--- config.mk ---
export PLATFORM = sky130hd
export DESIGN_NAME = bounded_ordered_list_engine_core_flat
export DESIGN_NICKNAME = d
export VERILOG_FILES = /design/src/rtl/bole_pkg.sv /design/src/rtl/bole_req_if.sv /design/src/rtl/bole_rsp_if.sv /design/src/rtl/bole_dpath.sv /design/src/rtl/bole_ctrl.sv /design/src/rtl/bounded_ordered_list_engine_core.sv /design/src/flat_wrapper.sv
export SDC_FILE = /design/constraint.sdc
export NUM_CORES = 2
export LEC_CHECK = 0
export BUFFER_PORTS_ARGS = -buffer_cell sky130_fd_sc_hd__clkbuf_2
export CORE_MARGIN = 5
export CORE_UTILIZATION = 30
export CTS_BUF_LIST = sky130_fd_sc_hd__clkbuf_8
export DETAILED_ROUTE_END_ITERATION = 12
export MAX_ROUTING_LAYER = met4
export PLACE_DENSITY = 0.47
export SLEW_MARGIN = 40
export SYNTH_ARGS = -nofsm -noshare
export SYNTH_HDL_FRONTEND = slang
export SYNTH_SLANG_ARGS = --single-unit
--- constraint.sdc ---
create_clock -name clock -period 11.2 [get_ports clock]
set_clock_uncertainty 0.1 [all_clocks]
set_input_delay 2.24 -clock clock [delete_from_list [all_inputs] [get_ports clock]]
set_output_delay 2.24 -clock clock [all_outputs]
set_load 0.01 [all_outputs]
--- src/rtl/bole_pkg.sv ---
package bole_pkg;

   localparam int CAPACITY    = 16;
   localparam int VALUE_BITS  = 32;
   localparam int IN_VALUE_W  = 32;
   localparam int OP_W        = 3;
   localparam int POS_W       = 4;
   localparam int REMOVED_W   = 5;
   localparam int COUNT_OUT_W = 5;
   localparam int CNT_W       = $clog2(CAPACITY + 1);
   localparam int IDX_W       = $clog2(CAPACITY);

   typedef logic [OP_W-1:0] op_type;

   localparam op_type OP_PUSH_FRONT = 3'd0;
   localparam op_type OP_INSERT     = 3'd1;
   localparam op_type OP_DELETE     = 3'd2;
   localparam op_type OP_SEARCH     = 3'd3;
   localparam op_type OP_CLEAR      = 3'd4;

   typedef struct packed {
      logic load;
      logic insert;
      logic remove;
      logic clear;
      logic publish;
   } cmd_type;

   typedef struct packed {
      op_type op;
      logic   full;
      logic   any_match;
   } stat_type;

endpackage

--- src/rtl/bole_req_if.sv ---
interface bole_req_if import bole_pkg::*; ();
   logic                         valid;
   logic                         ready;
   op_type                       op;
   logic signed [IN_VALUE_W-1:0] value;

   modport source (output valid, output op, output value, input ready);
   modport sink (input valid, input op, input value, output ready);
endinterface

--- src/rtl/bole_rsp_if.sv ---
interface bole_rsp_if import bole_pkg::*; ();
   logic                   valid;
   logic                   ready;
   logic                   status;
   logic                   found;
   logic [POS_W-1:0]       first_position;
   logic [REMOVED_W-1:0]   removed;
   logic [COUNT_OUT_W-1:0] entry_count;

   modport source (output valid, output status, output found, output first_position,
                   output removed, output entry_count, input ready);
   modport sink (input valid, input status, input found, input first_position,
                 input removed, input entry_count, output ready);
endinterface

--- src/rtl/bole_dpath.sv ---
module bole_dpath import bole_pkg::*; (
   input  logic                         clock,
   input  logic                         reset,
   input  cmd_type                      cmd,
   input  op_type                       req_op,
   input  logic signed [IN_VALUE_W-1:0] req_value,
   output stat_type                     stat,
   output logic                         rsp_status,
   output logic                         rsp_found,
   output logic [POS_W-1:0]             rsp_first_position,
   output logic [REMOVED_W-1:0]         rsp_removed,
   output logic [COUNT_OUT_W-1:0]       rsp_entry_count
);

   op_type                       op_ff;
   logic signed [VALUE_BITS-1:0] value_ff;
   logic signed [VALUE_BITS-1:0] entries_ff [CAPACITY];
   logic signed [VALUE_BITS-1:0] entries_in [CAPACITY];
   logic [CNT_W-1:0]             count_ff;
   logic [CNT_W-1:0]             count_in;
   logic [CNT_W-1:0]             removed_ff;
   logic [CNT_W-1:0]             removed_in;
   logic [CAPACITY-1:0]          eq_vec;
   logic [CAPACITY-1:0]          ge_vec;
   logic [IDX_W-1:0]             match_pos;
   logic [IDX_W-1:0]             ge_pos;
   logic [IDX_W-1:0]             ins_pos;
   logic                         any_ge;
   logic                         full;
   logic                         is_add;

   logic                         rsp_status_ff;
   logic                         rsp_found_ff;
   logic [POS_W-1:0]             rsp_first_position_ff;
   logic [REMOVED_W-1:0]         rsp_removed_ff;
   logic [COUNT_OUT_W-1:0]       rsp_entry_count_ff;

   assign full   = (count_ff == CNT_W'(CAPACITY));
   assign is_add = (op_ff == OP_PUSH_FRONT) || (op_ff == OP_INSERT);

   always_comb begin
      for (int i = 0; i < CAPACITY; i++) begin
         eq_vec[i] = (CNT_W'(i) < count_ff) && (entries_ff[i] == value_ff);
         ge_vec[i] = (CNT_W'(i) < count_ff) && (entries_ff[i] >= value_ff);
      end
   end

   // first set position, lowest index wins
   always_comb begin
      match_pos = '0;
      ge_pos    = '0;
      for (int i = CAPACITY - 1; i >= 0; i--) begin
         if (eq_vec[i]) begin
            match_pos = IDX_W'(i);
         end
         if (ge_vec[i]) begin
            ge_pos = IDX_W'(i);
         end
      end
   end

   assign any_ge = |ge_vec;

   always_comb begin
      if (op_ff == OP_PUSH_FRONT) begin
         ins_pos = '0;
      end else if (any_ge) begin
         ins_pos = ge_pos;
      end else begin
         ins_pos = count_ff[IDX_W-1:0];
      end
   end

   always_comb begin
      for (int i = 0; i < CAPACITY; i++) begin
         entries_in[i] = entries_ff[i];
      end
      count_in   = count_ff;
      removed_in = removed_ff;
      if (cmd.insert) begin
         if (ins_pos == '0) begin
            entries_in[0] = value_ff;
         end
         for (int i = 1; i < CAPACITY; i++) begin
            if (IDX_W'(i) > ins_pos) begin
               entries_in[i] = entries_ff[i-1];
            end else if (IDX_W'(i) == ins_pos) begin
               entries_in[i] = value_ff;
            end
         end
         count_in = count_ff + CNT_W'(1);
      end else if (cmd.remove) begin
         for (int i = 0; i < CAPACITY - 1; i++) begin
            if (IDX_W'(i) >= match_pos) begin
               entries_in[i] = entries_ff[i+1];
            end
         end
         count_in   = count_ff - CNT_W'(1);
         removed_in = removed_ff + CNT_W'(1);
      end else if (cmd.clear) begin
         count_in = '0;
      end
      if (cmd.load) begin
         removed_in = '0;
      end
   end

   always_ff @(posedge clock) begin
      if (reset) begin
         count_ff <= '0;
      end else begin
         count_ff <= count_in;
      end
   end

   always_ff @(posedge clock) begin
      for (int i = 0; i < CAPACITY; i++) begin
         entries_ff[i] <= entries_in[i];
      end
      removed_ff <= removed_in;
      if (cmd.load) begin
         op_ff    <= req_op;
         value_ff <= VALUE_BITS'(req_value);
      end
      if (cmd.publish) begin
         rsp_status_ff         <= is_add && full;
         rsp_found_ff          <= (op_ff == OP_SEARCH) && (|eq_vec);
         rsp_first_position_ff <= ((op_ff == OP_SEARCH) && (|eq_vec)) ?
                                  POS_W'(match_pos) : '0;
         rsp_removed_ff        <= (op_ff == OP_DELETE) ? REMOVED_W'(removed_ff) : '0;
         rsp_entry_count_ff    <= COUNT_OUT_W'(count_in);
      end
   end

   assign stat.op             = op_ff;
   assign stat.full           = full;
   assign stat.any_match      = |eq_vec;
   assign rsp_status          = rsp_status_ff;
   assign rsp_found           = rsp_found_ff;
   assign rsp_first_position  = rsp_first_position_ff;
   assign rsp_removed         = rsp_removed_ff;
   assign rsp_entry_count     = rsp_entry_count_ff;

endmodule

--- src/rtl/bole_ctrl.sv ---
module bole_ctrl import bole_pkg::*; (
   input  logic     clock,
   input  logic     reset,
   input  logic     req_valid,
   output logic     req_ready,
   output logic     rsp_valid,
   input  logic     rsp_ready,
   input  stat_type stat,
   output cmd_type  cmd
);

   localparam logic S_IDLE = 1'b0;
   localparam logic S_EXEC = 1'b1;

   logic state_ff;
   logic state_in;
   logic rsp_valid_ff;
   logic rsp_valid_in;
   logic slot_free;

   assign slot_free = !rsp_valid_ff || rsp_ready;
   assign req_ready = (state_ff == S_IDLE) && !reset;

   always_comb begin
      cmd          = '0;
      state_in     = state_ff;
      rsp_valid_in = rsp_valid_ff && !rsp_ready;
      case (state_ff)
         S_IDLE: begin
            if (req_valid) begin
               cmd.load = 1'b1;
               state_in = S_EXEC;
            end
         end
         S_EXEC: begin
            if ((stat.op == OP_DELETE) && stat.any_match) begin
               cmd.remove = 1'b1;
            end else if (slot_free) begin
               cmd.publish  = 1'b1;
               rsp_valid_in = 1'b1;
               state_in     = S_IDLE;
               case (stat.op)
                  OP_PUSH_FRONT, OP_INSERT: cmd.insert = !stat.full;
                  OP_CLEAR:                 cmd.clear  = 1'b1;
                  default:                  cmd.insert = 1'b0;
               endcase
            end
         end
         default: begin
            state_in = S_IDLE;
         end
      endcase
   end

   always_ff @(posedge clock) begin
      if (reset) begin
         state_ff     <= S_IDLE;
         rsp_valid_ff <= 1'b0;
      end else begin
         state_ff     <= state_in;
         rsp_valid_ff <= rsp_valid_in;
      end
   end

   assign rsp_valid = rsp_valid_ff;

endmodule

--- src/rtl/bounded_ordered_list_engine_core.sv ---
// An item is loaded on accept; its result is registered when the controller publishes it from
// the execute state, after a delete has removed its matching entries one by one. A new item is
// taken only once the last is published; a pending result only stalls execution, not its own delivery.
// Reset: synchronous, active high; clears the entry count and pending result, list is empty.
// Entry contents are not cleared; only positions below the count are ever read.
module bounded_ordered_list_engine_core import bole_pkg::*; (
   input  logic       clock,
   input  logic       reset,
   bole_req_if.sink   req_chan,
   bole_rsp_if.source rsp_chan
);

   cmd_type  cmd;
   stat_type stat;

   bole_ctrl u_ctrl (
      .clock     (clock),
      .reset     (reset),
      .req_valid (req_chan.valid),
      .req_ready (req_chan.ready),
      .rsp_valid (rsp_chan.valid),
      .rsp_ready (rsp_chan.ready),
      .stat      (stat),
      .cmd       (cmd)
   );

   bole_dpath u_dpath (
      .clock              (clock),
      .reset              (reset),
      .cmd                (cmd),
      .req_op             (req_chan.op),
      .req_value          (req_chan.value),
      .stat               (stat),
      .rsp_status         (rsp_chan.status),
      .rsp_found          (rsp_chan.found),
      .rsp_first_position (rsp_chan.first_position),
      .rsp_removed        (rsp_chan.removed),
      .rsp_entry_count    (rsp_chan.entry_count)
   );

endmodule
--- src/flat_wrapper.sv ---
// flat-port wrapper written by rule: the top's interface ports become plain ports
module bounded_ordered_list_engine_core_flat import bole_pkg::*;
  (clock, reset, req_chan_valid, req_chan_op, req_chan_value, req_chan_ready, rsp_chan_valid, rsp_chan_status, rsp_chan_found, rsp_chan_first_position, rsp_chan_removed, rsp_chan_entry_count, rsp_chan_ready);
  bole_req_if req_chan_i ();
  bole_rsp_if rsp_chan_i ();
  input  logic clock;
  input  logic reset;
  input wire logic [$bits(req_chan_i.valid)-1:0] req_chan_valid;
  input wire logic [$bits(req_chan_i.op)-1:0] req_chan_op;
  input wire logic [$bits(req_chan_i.value)-1:0] req_chan_value;
  output wire logic [$bits(req_chan_i.ready)-1:0] req_chan_ready;
  output wire logic [$bits(rsp_chan_i.valid)-1:0] rsp_chan_valid;
  output wire logic [$bits(rsp_chan_i.status)-1:0] rsp_chan_status;
  output wire logic [$bits(rsp_chan_i.found)-1:0] rsp_chan_found;
  output wire logic [$bits(rsp_chan_i.first_position)-1:0] rsp_chan_first_position;
  output wire logic [$bits(rsp_chan_i.removed)-1:0] rsp_chan_removed;
  output wire logic [$bits(rsp_chan_i.entry_count)-1:0] rsp_chan_entry_count;
  input wire logic [$bits(rsp_chan_i.ready)-1:0] rsp_chan_ready;
  assign req_chan_i.valid = req_chan_valid;
  assign req_chan_i.op = req_chan_op;
  assign req_chan_i.value = req_chan_value;
  assign req_chan_ready = req_chan_i.ready;
  assign rsp_chan_valid = rsp_chan_i.valid;
  assign rsp_chan_status = rsp_chan_i.status;
  assign rsp_chan_found = rsp_chan_i.found;
  assign rsp_chan_first_position = rsp_chan_i.first_position;
  assign rsp_chan_removed = rsp_chan_i.removed;
  assign rsp_chan_entry_count = rsp_chan_i.entry_count;
  assign rsp_chan_i.ready = rsp_chan_ready;
  bounded_ordered_list_engine_core u_core (.clock(clock), .reset(reset), .req_chan(req_chan_i), .rsp_chan(rsp_chan_i));
endmodule
* Yosys cells after proc, flatten, opt, wreduce, memory -nomap -nowiden
Memory sizes are Yosys's and may differ from the RTL's.
Index checks and enable logic that the tools add are counted.
** Operators by class
- Bitwise gates (word level) :: 2
- Muxes and demuxes :: 102
- $lt $le $gt $ge :: 62
- Reductions and logical operators :: 49
- Equality and inequality tests :: 36
- Add/sub/neg operators :: 3
** Operators with widths (count)
- $mux W32 :: 47
- $mux W480 :: 2
- $eq A32 B32 Y1 :: 16
- $ge A32 B32 Y1 :: 16
- $mux W4 :: 35
- $lt A4 B5 Y1 const A :: 8
- $logic_and A1 B1 Y1 :: 37
- $eq A4 B4 Y1 const A :: 8
- $gt A4 B4 Y1 const A :: 8
- $reduce_or A16 Y1 :: 2
- $ge A4 B4 Y1 const A :: 7
- $lt A3 B5 Y1 const A :: 4
- $eq A3 B4 Y1 const A :: 4
- $ge A3 B4 Y1 const A :: 4
- $gt A3 B4 Y1 const A :: 4
- $mux W5 :: 3
- $mux W1 :: 12
- $add A5 B1 Y5 const B :: 2
- $lt A1 B5 Y1 const A :: 2
- $lt A2 B5 Y1 const A :: 2
- $eq A2 B4 Y1 const A :: 2
- $ge A1 B4 Y1 const A :: 2
- $ge A2 B4 Y1 const A :: 2
- $gt A2 B4 Y1 const A :: 2
- other kinds (16) :: 23
** Storage, ports and cells
- Register bits after elaboration :: 63
- Logic and storage cells :: 266
- Output and inout bits :: 18
- Bits of input ports :: 39
- RAM bits :: 512
- Memories :: 1
** Memory list
- u_core.u_dpath.entries_ff :: words 16, width 32, read ports 16, clocked after Yosys merged registers in 0, wr ports 16, RTL line bole_dpath.sv:17 : logic signed [VALUE_BITS-1:0] entries_ff [CAPACITY];

* Longest topological paths before layout
- Word-level depth :: 24
- Gate-level depth with buffers :: 19
- Gate-level depth less buffers :: 15

* Hierarchy
From an unflattened synthesis, not the netlist that was laid out.
** Unflattened totals
- Cells, all modules :: 4379
- Area total of the unflattened synthesis :: 41929.0 um^2
** Modules (own cells, without submodules)
- bole_dpath :: cells each 4362, sequential area each 17106.4 um^2, times used 1, area an instance 41766.3 um^2
- bole_ctrl :: cells each 17, sequential area each 40.0 um^2, times used 1, area an instance 162.7 um^2

* Least setup slack after synthesis
OpenSTA, ideal clock, no wires.
- Path kind :: register to register
- Start point :: register, netlist name u_core.u_dpath.value_ff[17]
- End point :: memory u_core.u_dpath.entries_ff[5][0], in the netlist u_core.u_dpath.entries_ff[0][160], enable pin
- Slack :: 4.296 ns
- Buffers on the path :: 3
- Setup time :: 0.466 ns
- Period minus slack after synthesis :: 6.904 ns
- Stages on the path, launching flop included :: 17
- Arrival time :: 6.338 ns
- Path through :: edfxtp_1 -> buf_2 -> inv_1 -> ha_1 -> a21o_1 -> a21o_1 -> a2111oi_2 -> nor3_1 -> nor4_2 -> nor3_1 -> or4b_4 -> or3_1 -> nand4_1 -> buf_2 -> nand2_1 -> buf_2 -> o21ai_0
** RTL lines (RTL line)
- end: declaration :: bole_dpath.sv:17

==> flow_summary_export.csv <==
group,metric,value,unit
timing,timing.setup.tns,0,ns
worst_hold_path,hp-class,"register to register",
job,maxCapViolations,0,
synthesis,async_flop_share,0,%
clock_tree,post-cts-setup-buffer-count,0,
global_routing,grt_first_pass_wirelength,234500,um
setup_path,r2r_cells,16,
finish,area_growth_syn_to_layout,10.42,%
worst_hold_path,hp-start,"u_core.u_dpath.removed_ff[1]$_SDFFE_PP0P_",
finish,final_core_util,33.42,%
detailed_routing,wirelength,160500,um
global_routing,grt_usage,21.73,%
detailed_routing,dr.pass1.iters,5,
placement,gp_congestion,0.9682,
synthesis,yosys.area.top_type,"edfxtp_1",
detailed_routing,vias_per_cell,5.740,
placement,portBuffers,56,
synthesis,yosys_warnings,0,
clock_tree,path_clk_slew,0.07,ns
synthesis,syn_nets,4981,
setup_path,r2r_slack,3.94,ns
timing,slew_viol_final,0,
worst_hold_path,min_path_cells,2,
timing,tightest_slew,0.8462,ns
pwr,p_sw,1544,uW
placement,dpl.hpwl,117700,um
timing,post-route-period-util,64.82,%
timing,layout_setup_ws,3.941,ns
die,dieArea,146400,um2
status,status,"completed",
die,ios,57,
synthesis,syn_avg_cell_area,9.413,um2
setup_path,timing.rr.end,"u_core.u_dpath.entries_ff[0][236]$_DFFE_PP_",
finish,drive_gt1_share,8.631,%
setup_path,cp-end-kind,"register",
clock_tree,cts_buffer_depth,3,
clock_tree,hold_buffers,0,
synthesis,ys_top_cells_by_area,"edfxtp_1 (41%), ha_1 (15%), nand2_1 (5.7%), a21oi_1 (4.6%), o211ai_1 (3.3%)",
synthesis,yosys.cell_count.top_type,"nand2_1",
synthesis,synth-main-ff-cell,"edfxtp_1",
placement,dpl_worst_slack,3.666,ns
pwr,p_leak,0.01742,uW
synthesis,synth_commonest_cells,"nand2_1 (635), edfxtp_1 (563), ha_1 (516)",
die,fp.dieW,382.7,um
timing,rsz0062_at_grt,"no",
pwr,cellInternalPower,3672,uW
detailed_routing,drtIter0Drc,3520,
timing,slew-limit-headroom,43.58,%
pwr,comb_power_share,12.9,%
clock_tree,cts_resized,0,
clock_tree,root_buffer,"clkbuf_8",
pwr,peakVddDrop,79.75,uV
setup_path,path_buf_inv,3,
synthesis,netlist_instances,4426,
clock_tree,cts.sinks,575,
detailed_routing,wl_per_cell,25.55,um
clock_tree,clk_latency,0.84,ns
pwr,sequentialPowerShare,47.9,%
setup_path,crit_cells,16,
setup_path,worst_setup_path_start_kind,"register",
clock_tree,cts_buffers,110,
setup_path,slowest_stage,"buf_4",
detailed_routing,post-route-drc-count,0,
timing,clock.fmax,0.1378,GHz
setup_path,timing.rr.start,"u_core.u_dpath.value_ff[18]$_DFFE_PP_",
synthesis,ys_ff_latch,575,
setup_path,arrival,7.73,ns
synthesis,synth_edf_count,563,
pwr,pwr-share-clk,39.2,%
setup_path,path_class,"register to register",
synthesis,netlist_area,41660,um2
setup_path,path_cells,"inv_1, ha_1, nand4_1, nor4_2, o21ai_0, a41oi_1, o41ai_1, a21o_1, or4b_4, or3_1, nand4_1, buf_4, buf_4, nand2b_1, o221ai_1, a21oi_1",
timing,post-route-min-period,7.259,ns
global_routing,grt_pass1_vias,34439,
global_routing,antenna_found_initial,3,
global_routing,grt.overflow.total,0,
setup_path,cpLargestDelayFamily,"simple AND/OR/NAND/NOR gates",
pwr,p_sw_share,29.60,%
synthesis,synth_cell_type_count,88,
synthesis,synth_top_area_share,40.58,%
setup_path,crit_fanout,61,
timing,hold_slack,0.4016,ns
global_routing,grt_max_degree,193,
finish,final_nets,4955,
timing,setup_viol,0,
worst_hold_path,hold_path_end,"u_core.u_dpath.removed_ff[1]$_SDFFE_PP0P_",
setup_path,startpoint,"u_core.u_dpath.value_ff[18]$_DFFE_PP_",
die,core,137700,um2
die,num_rows,136,
die,dieHeight,382.7,um
synthesis,yosysSeqAreaShare,41.16,%
timing,finalHoldViolCount,0,
clock_tree,cts_htree_levels,3,
setup_path,worstPathRequired,11.67,ns
setup_path,crit_path_max_incr_delay,0.74,ns
detailed_routing,detail-route-antenna-nets,0,
die,initial_core_util,30.26,%
clock_tree,cts_tree,"done",
pwr,power.density,113.4,nW/um2
detailed_routing,vias,36051,
==> state kept, by name, indices dropped and copies added, names as in the netlist, 3 cells and up <==
register,cells
u_core.u_dpath.rsp_entry_count,5
u_core.u_dpath.op_ff,3
u_core.u_dpath.removed_ff,5
u_core.u_dpath.value_ff,32
u_core.u_dpath.rsp_removed,5
u_core.u_dpath.count_ff,5
u_core.u_dpath.rsp_first_position,4
u_core.u_dpath.entries_ff,512
==> placed cells by master (no fill, tap or decap), types with 14 or more instances in the layout <==
master and n:
nor4_1 15, o221a_1 89, buf_4 96, mux2i_1 33, o211ai_1 182, ha_1 516, o221ai_1 16, nand3_1 196
clkinv_1 17, o21ai_0 258, o21ai_1 50, a21o_1 53, o311a_1 25, a31oi_1 42, nor3_1 144, and2_1 14
nand4_1 147, clkinv_2 18, a221oi_1 14, nor2_1 292, a21oi_1 379, inv_1 109, nand2b_1 50, nor2b_1 31
and3_1 14, nand2_1 630, o22ai_1 14, clkbuf_2 56, clkbuf_8 122, or3_1 16, a211oi_1 27, o31ai_1 42
edfxtp_1 563
==> cell type report <==
| cell class | count | area [um2] |
|---|---|---|
| fill | 14168 | 91660 |
| multi-input combinational | 3473 | 23130 |
| sequential | 575 | 17150 |
| tap | 1794 | 2245 |
| clock buffer | 122 | 1679 |
| timing repair buffer | 161 | 1145 |
| clock inverter | 74 | 345.3 |
| inverter | 79 | 304.0 |
| antenna | 3 | 7.507 |
==> power by group through the flow <==
stage / sequential, uW / clock, uW / combinational [uW]
after floorplan: 2500 / 0 / 438
after global placement: 2540 / 0 / 656
after detailed placement: 2540 / 0 / 667
after CTS: 2490 / 2110 / 670
after global routing: 2500 / 2200 / 745
final: 2500 / 2050 / 671
==> layer usage <==
metal,up-vias,track usage (%),routed length (um)
li1,16968,-,-
met1,17534,29.98,74020
met2,1284,32.39,70190
met3,265,3.099,10010
met4,0,8.233,6248
met5,-,-,0
==> worst max path at each step <==
stage | to | slack, ns
after CTS | u_core.u_dpath.entries_ff[1][192]$_DFFE_PP_ | 3.65
after floorplan | u_core.u_dpath.entries_ff[0][160]$_DFFE_PP_ | 4.30
after detailed placement | u_core.u_dpath.entries_ff[1][192]$_DFFE_PP_ | 3.67
final | u_core.u_dpath.entries_ff[0][236]$_DFFE_PP_ | 3.94
after global placement | u_core.u_dpath.entries_ff[1][192]$_DFFE_PP_ | 3.52
after global routing | u_core.u_dpath.entries_ff[0][239]$_DFFE_PP_ | 3.61
==> worst min-delay path: stages, from the launching register on <==
cell,delay [ns]
dfxtp_1,0.34
nand2_1,0.07
a21oi_1,0.05
==> per-stage QoR <==
stage	cells	cell area (um2)	power (uW)
CTS	6276	45940	5273
global placement	6080	43840	3195
detailed placement	6080	43910	3206
finish	6281	46000	5215
global route	6279	46000	5450
floorplan	4426	41660	2941
==> kinds of logic (layout without fill, tap and decap cells) <==
| group | count (synthesis) | count (layout) | share of synthesized area (%) |
|---|---|---|---|
| simple gates | 1610 | 1610 | 17.76 |
| compound gates | 1306 | 1306 | 20.63 |
| flops | 575 | 575 | 41.16 |
| fa+ha+maj | 516 | 516 | 15.50 |
| buf+inv | 378 | 436 | 3.973 |
| mux | 37 | 37 | 0.9010 |
| xor+xnor | 4 | 4 | 0.08411 |
| other cells | 0 | 3 | 0 |
No activity file was read; power rests on OpenSTA's default activity.
